<file path="src/hdl/bsc_pkg.sv">
// ----------------------------------------------------------------------------
// bsc_pkg
// Shared widths, byte codes and result codes of the bracket subscript
// classifier.
// ----------------------------------------------------------------------------
package bsc_pkg;

	// Default limits for the top-level parameters.
	localparam int MAX_LEN_DEF   = 1024;
	localparam int MAX_DEPTH_DEF = 15;

	// Field widths of the channels.
	localparam int CH_W     = 8;
	localparam int OFFSET_W = 10;
	localparam int TYPE_W   = 2;

	// Byte codes that the scanner reacts to.
	localparam logic [CH_W-1:0] CH_NUL    = 8'h00;
	localparam logic [CH_W-1:0] CH_SPACE  = 8'h20;
	localparam logic [CH_W-1:0] CH_DOT    = 8'h2E;
	localparam logic [CH_W-1:0] CH_ZERO   = 8'h30;
	localparam logic [CH_W-1:0] CH_NINE   = 8'h39;
	localparam logic [CH_W-1:0] CH_LBRACK = 8'h5B;
	localparam logic [CH_W-1:0] CH_RBRACK = 8'h5D;

	// Status codes.
	localparam logic STATUS_OK      = 1'b0;
	localparam logic STATUS_INVALID = 1'b1;

	// Identifier type codes.
	localparam logic [TYPE_W-1:0] ID_NONE    = 2'd0;
	localparam logic [TYPE_W-1:0] ID_NUMERIC = 2'd1;
	localparam logic [TYPE_W-1:0] ID_PATH    = 2'd2;

	// One result item.
	typedef struct packed {
		logic                status;
		logic [TYPE_W-1:0]   id_type;
		logic [OFFSET_W-1:0] start_pos;
		logic [OFFSET_W-1:0] end_pos;
	} result_t;

endpackage

</file>
<file path="src/hdl/bsc_text_if.sv">
// ----------------------------------------------------------------------------
// bsc_text_if
// Byte channel into the classifier: a first-byte flag and the raw byte.
// ----------------------------------------------------------------------------
interface bsc_text_if;

	logic                    valid;
	logic                    ready;
	logic                    first;
	logic [bsc_pkg::CH_W-1:0] ch;

	modport source (output valid, output first, output ch, input ready);
	modport sink (input valid, input first, input ch, output ready);

endinterface

</file>
<file path="src/hdl/bsc_result_if.sv">
// ----------------------------------------------------------------------------
// bsc_result_if
// Result channel out of the classifier: status, type and the two offsets.
// ----------------------------------------------------------------------------
interface bsc_result_if;

	logic                        valid;
	logic                        ready;
	logic                        status;
	logic [bsc_pkg::TYPE_W-1:0]   id_type;
	logic [bsc_pkg::OFFSET_W-1:0] start_pos;
	logic [bsc_pkg::OFFSET_W-1:0] end_pos;

	modport source (output valid, output status, output id_type, output start_pos,
		output end_pos, input ready);
	modport sink (input valid, input status, input id_type, input start_pos,
		input end_pos, output ready);

endinterface

</file>
<file path="src/hdl/bracket_subscript_classifier.sv">
// ----------------------------------------------------------------------------
// bracket_subscript_classifier
// Classifies the text of a bracket subscript as a number, a dotted
// identifier path or invalid, one byte per item.
// ----------------------------------------------------------------------------
// The block takes one byte item in every clock cycle while text.ready is
// high. Each byte updates the scan state in the same cycle it is accepted,
// and a byte that ends a scan (a top-level ']', a zero byte, a double dot,
// too long a string or too deep a nesting) places its single result in the
// output register, or in the skid register behind it while the output
// register holds a result that is not taken, so bytes keep flowing while a
// result waits; text.ready drops only while both registers hold results.
// Bytes outside a scan are dropped until the next byte marked first.
module bracket_subscript_classifier #(
	parameter int MAX_LEN   = bsc_pkg::MAX_LEN_DEF,
	parameter int MAX_DEPTH = bsc_pkg::MAX_DEPTH_DEF
) (
	input  logic                clk,
	input  logic                arst_n,
	bsc_text_if.sink            text,
	bsc_result_if.source        result
);

	localparam int POS_W = $clog2(MAX_LEN + 1);
	localparam int OFF_W = $clog2(MAX_LEN);
	localparam int CNT_W = $clog2(MAX_LEN + 2);
	localparam int DEP_W = $clog2(MAX_DEPTH + 1);

	typedef enum logic [1:0] {
		PH_DONE,
		PH_SKIP,
		PH_SCAN
	} phase_t;

	typedef enum logic [2:0] {
		CL_NONE,
		CL_DIGIT,
		CL_SPACE,
		CL_DOT,
		CL_OTHER
	} class_t;

	// Scan state.
	phase_t             phase_q;
	logic [POS_W-1:0]   pos_q;
	logic [OFF_W-1:0]   start_q;
	logic [OFF_W-1:0]   word_start_q;
	logic [OFF_W-1:0]   last_pos_q;
	logic               last_valid_q;
	logic [DEP_W-1:0]   depth_q;
	class_t             class_q;
	logic [1:0]         runs_q;
	logic [CNT_W-1:0]   words_q;
	logic [CNT_W-1:0]   dots_q;
	logic               other_q;
	logic               name_q;

	// Next scan state and the result of the current byte.
	phase_t             phase_d;
	logic [POS_W-1:0]   pos_d;
	logic [OFF_W-1:0]   start_d;
	logic [OFF_W-1:0]   word_start_d;
	logic [OFF_W-1:0]   last_pos_d;
	logic               last_valid_d;
	logic [DEP_W-1:0]   depth_d;
	class_t             class_d;
	logic [1:0]         runs_d;
	logic [CNT_W-1:0]   words_d;
	logic [CNT_W-1:0]   dots_d;
	logic               other_d;
	logic               name_d;
	logic               res_valid;
	bsc_pkg::result_t   res;

	// Output and skid registers.
	logic               out_valid_q;
	bsc_pkg::result_t   out_q;
	logic               skid_valid_q;
	bsc_pkg::result_t   skid_q;

	logic               accept;
	logic               pop;

	assign text.ready = !skid_valid_q;
	assign accept     = text.valid && text.ready;
	assign pop        = out_valid_q && result.ready;

	// Byte step: a first byte restarts the state, then the byte is decoded.
	always_comb begin
		logic [bsc_pkg::CH_W-1:0] c;
		logic [POS_W-1:0]   p;
		logic [OFF_W-1:0]   p_off;
		logic               finish;
		logic               finish_ok;
		logic [bsc_pkg::TYPE_W-1:0] fin_type;
		logic               is_digit;

		c         = text.ch;
		p         = '0;
		p_off     = '0;
		finish    = 1'b0;
		finish_ok = 1'b0;
		fin_type  = bsc_pkg::ID_NONE;
		is_digit  = (c >= bsc_pkg::CH_ZERO) && (c <= bsc_pkg::CH_NINE);

		if (text.first) begin
			phase_d      = PH_SKIP;
			pos_d        = '0;
			start_d      = '0;
			word_start_d = '0;
			last_pos_d   = '0;
			last_valid_d = 1'b0;
			depth_d      = '0;
			class_d      = CL_NONE;
			runs_d       = 2'd0;
			words_d      = CNT_W'(1);
			dots_d       = '0;
			other_d      = 1'b0;
			name_d       = 1'b1;
		end else begin
			phase_d      = phase_q;
			pos_d        = pos_q;
			start_d      = start_q;
			word_start_d = word_start_q;
			last_pos_d   = last_pos_q;
			last_valid_d = last_valid_q;
			depth_d      = depth_q;
			class_d      = class_q;
			runs_d       = runs_q;
			words_d      = words_q;
			dots_d       = dots_q;
			other_d      = other_q;
			name_d       = name_q;
		end

		if (phase_d != PH_DONE) begin
			p     = pos_d;
			p_off = p[OFF_W-1:0];
			if (p == POS_W'(MAX_LEN)) begin
				// The string ran past its length limit.
				finish = 1'b1;
			end else begin
				pos_d = p + 1'b1;
				if (!(phase_d == PH_SKIP && c == bsc_pkg::CH_SPACE)) begin
					// The first non-space byte fixes the start offset.
					if (phase_d == PH_SKIP) begin
						phase_d      = PH_SCAN;
						start_d      = p_off;
						word_start_d = p_off;
					end

					if (c == bsc_pkg::CH_NUL) begin
						finish = 1'b1;
					end else if (c == bsc_pkg::CH_LBRACK) begin
						if (depth_d == DEP_W'(MAX_DEPTH)) begin
							finish = 1'b1;
						end else begin
							depth_d = depth_d + 1'b1;
						end
					end else if (c == bsc_pkg::CH_RBRACK) begin
						if (depth_d == '0) begin
							// Closing bracket of the subscript: classify.
							finish = 1'b1;
							if (!last_valid_d) begin
								finish_ok = 1'b0;
							end else if (runs_d == 2'd1 && words_d == CNT_W'(1)
								&& !other_d) begin
								finish_ok = 1'b1;
								fin_type  = bsc_pkg::ID_NUMERIC;
							end else if (name_d && ((CNT_W + 1)'(dots_d) + 1'b1
								== (CNT_W + 1)'(words_d))) begin
								finish_ok = 1'b1;
								fin_type  = bsc_pkg::ID_PATH;
							end
						end else begin
							depth_d      = depth_d - 1'b1;
							last_pos_d   = p_off;
							last_valid_d = 1'b1;
						end
					end else if (depth_d == '0) begin
						// Top-level byte: track words, digit runs and dots.
						if ((class_d == CL_SPACE || class_d == CL_DOT)
							&& c != bsc_pkg::CH_SPACE) begin
							word_start_d = p_off;
						end
						if (c != bsc_pkg::CH_SPACE) begin
							last_pos_d   = p_off;
							last_valid_d = 1'b1;
						end

						if (is_digit) begin
							if (p_off == word_start_d) begin
								name_d = 1'b0;
							end
							if (class_d != CL_DIGIT) begin
								class_d = CL_DIGIT;
								if (runs_d != 2'd2) begin
									runs_d = runs_d + 1'b1;
								end
							end
						end else if (c == bsc_pkg::CH_SPACE) begin
							class_d = CL_SPACE;
						end else if (c == bsc_pkg::CH_DOT) begin
							if (class_d == CL_DOT) begin
								finish = 1'b1;
							end else begin
								class_d = CL_DOT;
								dots_d  = dots_d + 1'b1;
							end
						end else begin
							if (class_d == CL_SPACE || class_d == CL_DOT) begin
								words_d = words_d + 1'b1;
							end
							class_d = CL_OTHER;
							other_d = 1'b1;
						end
					end
				end
			end
		end

		if (finish) begin
			phase_d = PH_DONE;
		end

		// Result fields; an invalid result carries no type and no end offset.
		res_valid     = finish;
		res.status    = finish_ok ? bsc_pkg::STATUS_OK : bsc_pkg::STATUS_INVALID;
		res.id_type   = finish_ok ? fin_type : bsc_pkg::ID_NONE;
		res.start_pos = bsc_pkg::OFFSET_W'(start_d);
		res.end_pos   = finish_ok ? bsc_pkg::OFFSET_W'(last_pos_d) : '0;
	end

	// Scan state registers.
	always_ff @(posedge clk or negedge arst_n) begin
		if (!arst_n) begin
			phase_q      <= PH_DONE;
			pos_q        <= '0;
			start_q      <= '0;
			word_start_q <= '0;
			last_pos_q   <= '0;
			last_valid_q <= 1'b0;
			depth_q      <= '0;
			class_q      <= CL_NONE;
			runs_q       <= 2'd0;
			words_q      <= CNT_W'(1);
			dots_q       <= '0;
			other_q      <= 1'b0;
			name_q       <= 1'b1;
		end else if (accept) begin
			phase_q      <= phase_d;
			pos_q        <= pos_d;
			start_q      <= start_d;
			word_start_q <= word_start_d;
			last_pos_q   <= last_pos_d;
			last_valid_q <= last_valid_d;
			depth_q      <= depth_d;
			class_q      <= class_d;
			runs_q       <= runs_d;
			words_q      <= words_d;
			dots_q       <= dots_d;
			other_q      <= other_d;
			name_q       <= name_d;
		end
	end

	// Output register with a skid register behind it.
	always_ff @(posedge clk or negedge arst_n) begin
		if (!arst_n) begin
			out_valid_q  <= 1'b0;
			skid_valid_q <= 1'b0;
		end else begin
			if (pop) begin
				if (skid_valid_q) begin
					skid_valid_q <= 1'b0;
				end else begin
					out_valid_q <= accept && res_valid;
				end
			end else if (!out_valid_q) begin
				out_valid_q <= accept && res_valid;
			end else if (accept && res_valid) begin
				skid_valid_q <= 1'b1;
			end
		end
	end

	// Result payloads follow the same moves as the valid flags.
	always_ff @(posedge clk) begin
		if (pop && skid_valid_q) begin
			out_q <= skid_q;
		end else if (pop || !out_valid_q) begin
			out_q <= res;
		end else if (accept && res_valid) begin
			skid_q <= res;
		end
	end

	assign result.valid     = out_valid_q;
	assign result.status    = out_q.status;
	assign result.id_type   = out_q.id_type;
	assign result.start_pos = out_q.start_pos;
	assign result.end_pos   = out_q.end_pos;

endmodule
</file>
<file path="src/flat_wrapper.sv">
// flat-port wrapper written by rule: the top's interface ports become plain ports
module bracket_subscript_classifier_flat 
#(
	parameter int MAX_LEN   = bsc_pkg::MAX_LEN_DEF,
	parameter int MAX_DEPTH = bsc_pkg::MAX_DEPTH_DEF
)
  (clk, arst_n, text_valid, text_first, text_ch, text_ready, result_valid, result_status, result_id_type, result_start_pos, result_end_pos, result_ready);
  bsc_text_if text_i ();
  bsc_result_if result_i ();
  input  logic clk;
  input  logic arst_n;
  input wire logic [$bits(text_i.valid)-1:0] text_valid;
  input wire logic [$bits(text_i.first)-1:0] text_first;
  input wire logic [$bits(text_i.ch)-1:0] text_ch;
  output wire logic [$bits(text_i.ready)-1:0] text_ready;
  output wire logic [$bits(result_i.valid)-1:0] result_valid;
  output wire logic [$bits(result_i.status)-1:0] result_status;
  output wire logic [$bits(result_i.id_type)-1:0] result_id_type;
  output wire logic [$bits(result_i.start_pos)-1:0] result_start_pos;
  output wire logic [$bits(result_i.end_pos)-1:0] result_end_pos;
  input wire logic [$bits(result_i.ready)-1:0] result_ready;
  assign text_i.valid = text_valid;
  assign text_i.first = text_first;
  assign text_i.ch = text_ch;
  assign text_ready = text_i.ready;
  assign result_valid = result_i.valid;
  assign result_status = result_i.status;
  assign result_id_type = result_i.id_type;
  assign result_start_pos = result_i.start_pos;
  assign result_end_pos = result_i.end_pos;
  assign result_i.ready = result_ready;
  bracket_subscript_classifier #(.MAX_LEN(MAX_LEN), .MAX_DEPTH(MAX_DEPTH)) u_core (.clk(clk), .arst_n(arst_n), .text(text_i), .result(result_i));
endmodule
</file>
<file path="config.mk">
export PLATFORM = sky130hd
export DESIGN_NAME = bracket_subscript_classifier_flat
export DESIGN_NICKNAME = d
export VERILOG_FILES = /design/src/hdl/bsc_pkg.sv /design/src/hdl/bsc_text_if.sv /design/src/hdl/bsc_result_if.sv /design/src/hdl/bracket_subscript_classifier.sv /design/src/flat_wrapper.sv
export SDC_FILE = /design/constraint.sdc
export NUM_CORES = 1
export LEC_CHECK = 0
export BUFFER_PORTS_ARGS = -buffer_cell sky130_fd_sc_hd__buf_2
export CAP_MARGIN = 20
export CORE_MARGIN = 3
export CORE_UTILIZATION = 50
export CTS_BUF_LIST = sky130_fd_sc_hd__clkbuf_8
export DETAILED_ROUTE_END_ITERATION = 6
export PLACE_DENSITY = 0.77
export SYNTH_ARGS = -nofsm -noshare
export SYNTH_HDL_FRONTEND = slang
export SYNTH_SLANG_ARGS = --single-unit
</file>
<file path="constraint.sdc">
create_clock -name clk -period 7.65 [get_ports clk]
set_input_delay 0.3825 -clock clk [delete_from_list [all_inputs] [get_ports clk]]
set_output_delay 0.3825 -clock clk [all_outputs]
set_load 0.02 [all_outputs]
</file>
==> metrics.txt <==
Max stage delay on crit path=roughly 0.66 ns; Post-Syn Area=0.00747 mm^2; GRT Residual Overflow=0; commonest cells in the netlist=nand2_1 (142), dfrtp_1 (77), nor2_1 (57), o21ai_0 (49), edfxtp_1 (46); relative slew slack=0.438; Site Rows=44; Period Utilization, post-route=0.431; pre-CTS setup slack=between 3 and 4 ns; Final ANT Viol Nets=0; Crit Path Max Fanout=76; gr usage total=0.224; TritonCTS Buffers=17; H-tree lvl count=4; worst hold stages=2; Crit path max-delay family=buffers and inverters; fill cell count=1231; Pre-Repair DR Iteration Count=5; top-area cell type share of the netlist area=0.258; top cells by area, synth=dfrtp_1 (26%), edfxtp_1 (18%), nand2_1 (7.1%), o21ai_0 (3.3%), xnor2_1 (3.0%); sequential share of power=0.508; CTS root buffer=clkbuf_8; worst-case clock buffer depth=2; die area=0.0164 mm^2; DRC violations left=0; Area Overhead vs Synth=8.83%; Leak=3.20 nW; async set-reset flop share out of synthesis=0.632; crit path cell chain=buf_2 > buf_4 > nor2b_1 > ha_1 > nand3_1 > nor4_1 > o22ai_1 > a21boi_0 > a41oi_1 > buf_4 > o41ai_1; worst endpoint required time=7.89 ns; skew final=roughly 0.013 ns; routability cong.=slightly above 0.9; count of final setup violators=0; ANT cells=0; slew at the pin closest to its max-slew limit=0.843 ns; critical path endpoint category=register; Worst path depth=11; register area=0.00336 mm^2; Mapped Avg Cell Area=9.38 um^2; CTS tree=built; area leader, netlist=dfrtp_1; Mapped Cells=796; total of max-cap violations=0; cell mode on critical path=buf_4; Pwr per Cell Area=180 mW/mm^2; clock transition at the registers of the reported paths=roughly 0.070 ns; status=finished clean; Setup Fix Bufs, Post-CTS=0; fmax=303 MHz; Net Count, Synth=818; initial drt markers=587; CTS Hold Buffers Added=0; Routed WL per cell=17.9 um; first-pass GRT wire length=29400 um; clock share of power=0.371; antenna violations before repair=0; Die Span X=128 um; I/O pin cnt=38; setup TNS=0 ns; Post-synth EDFFs=46; Final Hold Fails=0; via count=6240; RSZ-0062 raised after global routing=no; via density per instance=6.19; CTS resizes=0; synthesis-stage register bit count=125; Tmin final=3.30 ns; Worst VDD drop=111 uV; Starting Density=0.512; critical path arrival=3.53 ns; switch share=0.293; worst min path class=in -> reg; slowest stage cell, crit path=buf_4; crit path buf inv count=3; Final HPWL DP=12300 um; clock latency on the worst-skew pair=0.45 ns; Switch Pwr=0.000429 W; r2r worst-path depth=8; largest net degree at the start of global routing=80; CTS Sinks=125; Ys Warns=0; register area share after synthesis=0.450; internal power=slightly above 0.001 W; WL final=approximately 18000 um; Setup crit start kind=input port; Netlist cell types=82; die height=128 um; Final nets=833; port bufs=37; Top FF cell, synth=dfrtp_1; vias in the first global route=5562; area of the multi-input gates=0.00382 mm^2; part of the power in combinational logic=0.120; Slew Limit Fails=0; most common cell in the netlist=nand2_1; CORE AREA=0.0146 mm^2; share of cells above drive strength 1=0.142; critical path class=in -> reg; final setup margin=4.35 ns
[path summary, 6_finish.rpt]
check,from,endpoint,slack (ns)
max in group asynchronous,arst_n,u_core.words_q[0]$_DFFE_PN1P_,6.76
worst min-delay path,result_ready,u_core.skid_valid_q$_DFFE_PN0P_,0.17
worst max register to register,u_core.pos_q[0]$_DFFE_PN0P_,u_core.start_q[8]$_DFFE_PN0P_,4.64
worst max-delay path,text_first,u_core.result.end_pos[2]$_DFFE_PP_,4.35
min in group asynchronous,arst_n,u_core.words_q[3]$_DFFE_PN0P_,0.29
worst min register to register,u_core.start_q[2]$_DFFE_PN0P_,u_core.start_q[2]$_DFFE_PN0P_,0.49
[worst reg2reg max path: cells and delay by family (launching register included)]
kind,cells,cell delay [ns]
simple gates,5,1.82
compound gates,2,0.40
flops,1,0.47
fa+ha+maj,1,0.24
[per-layer routing]
layer  share of wire  wire (um)  GRT usage
met3           0.068       1220     0.0467
met5               0          0          0
met4           0.016        293     0.0693
met1            0.48       8650      0.342
met2            0.44       7850      0.318
[state kept, by name, summed over array words and instances, names as in the netlist, 2 cells and up]
| name | cells |
|---|---|
| u_core.dots_q | 11 |
| u_core.start_q | 10 |
| u_core.word_start_q | 10 |
| u_core.words_q | 11 |
| u_core.result.start_pos | 10 |
| u_core.runs_q | 2 |
| u_core.pos_q | 11 |
| u_core.result.id_type | 2 |
| u_core.result.end_pos | 10 |
| u_core.phase_q | 2 |
| u_core.skid_q | 23 |
| u_core.class_q | 3 |
| u_core.depth_q | 4 |
| u_core.last_pos_q | 10 |
[through the flow]
step	total power [W]	std cells	hold slack (ns)	instance area (um^2)	util
final	0.00147	1008	0.166	8130	0.557
after global routing	0.00152	1008	0.168	8130	0.557
after CTS	0.00147	1005	0.132	8080	0.554
after detailed placement	0.000929	973	0.472	7710	0.528
after global placement	0.000926	972	0.462	7700	0.528
after floorplan	0.000872	796	0.0869	7470	-
[power groups by stage]
stage	registers, W	clock network, W	logic (W)
finish	0.000745	0.000544	0.000176
global route	0.000748	0.000580	0.000195
CTS	0.000744	0.000553	0.000172
detailed placement	0.000758	0	0.000171
global placement	0.000758	0	0.000168
floorplan	0.000750	0	0.000121
[logic make-up after synthesis]
family | count (synthesis) | synth area share
multiplexers | 32 | 0.0449
flip-flops | 125 | 0.450
AND/OR/NAND/NOR | 350 | 0.237
buffers and inverters | 65 | 0.0387
adder cells (fa/ha/maj) | 9 | 0.0151
AO/OA/AOI/OAI | 178 | 0.171
XOR/XNOR | 37 | 0.0434
[layout by cell type (no fill, tap or decap), types with 20 or more instances in the layout]
cell / synthesis / final
dfrtp_1: 77 / 77
edfxtp_1: 46 / 46
nand2_1: 142 / 142
a21oi_1: 28 / 28
nand3_1: 25 / 25
xnor2_1: 26 / 26
nor2_1: 57 / 56
mux2i_1: 20 / 20
buf_2: 14 / 37
o21ai_0: 49 / 49
[cell type report]
class | count | area share
sequential | 125 | 0.413
multi-input combinational | 606 | 0.471
timing repair buffer | 47 | 0.0357
tap | 184 | 0.0283
clock inverter | 15 | 0.0168
clock buffer | 17 | 0.0288
inverter | 14 | 0.00646
Power figures use the tool's default switching activity.
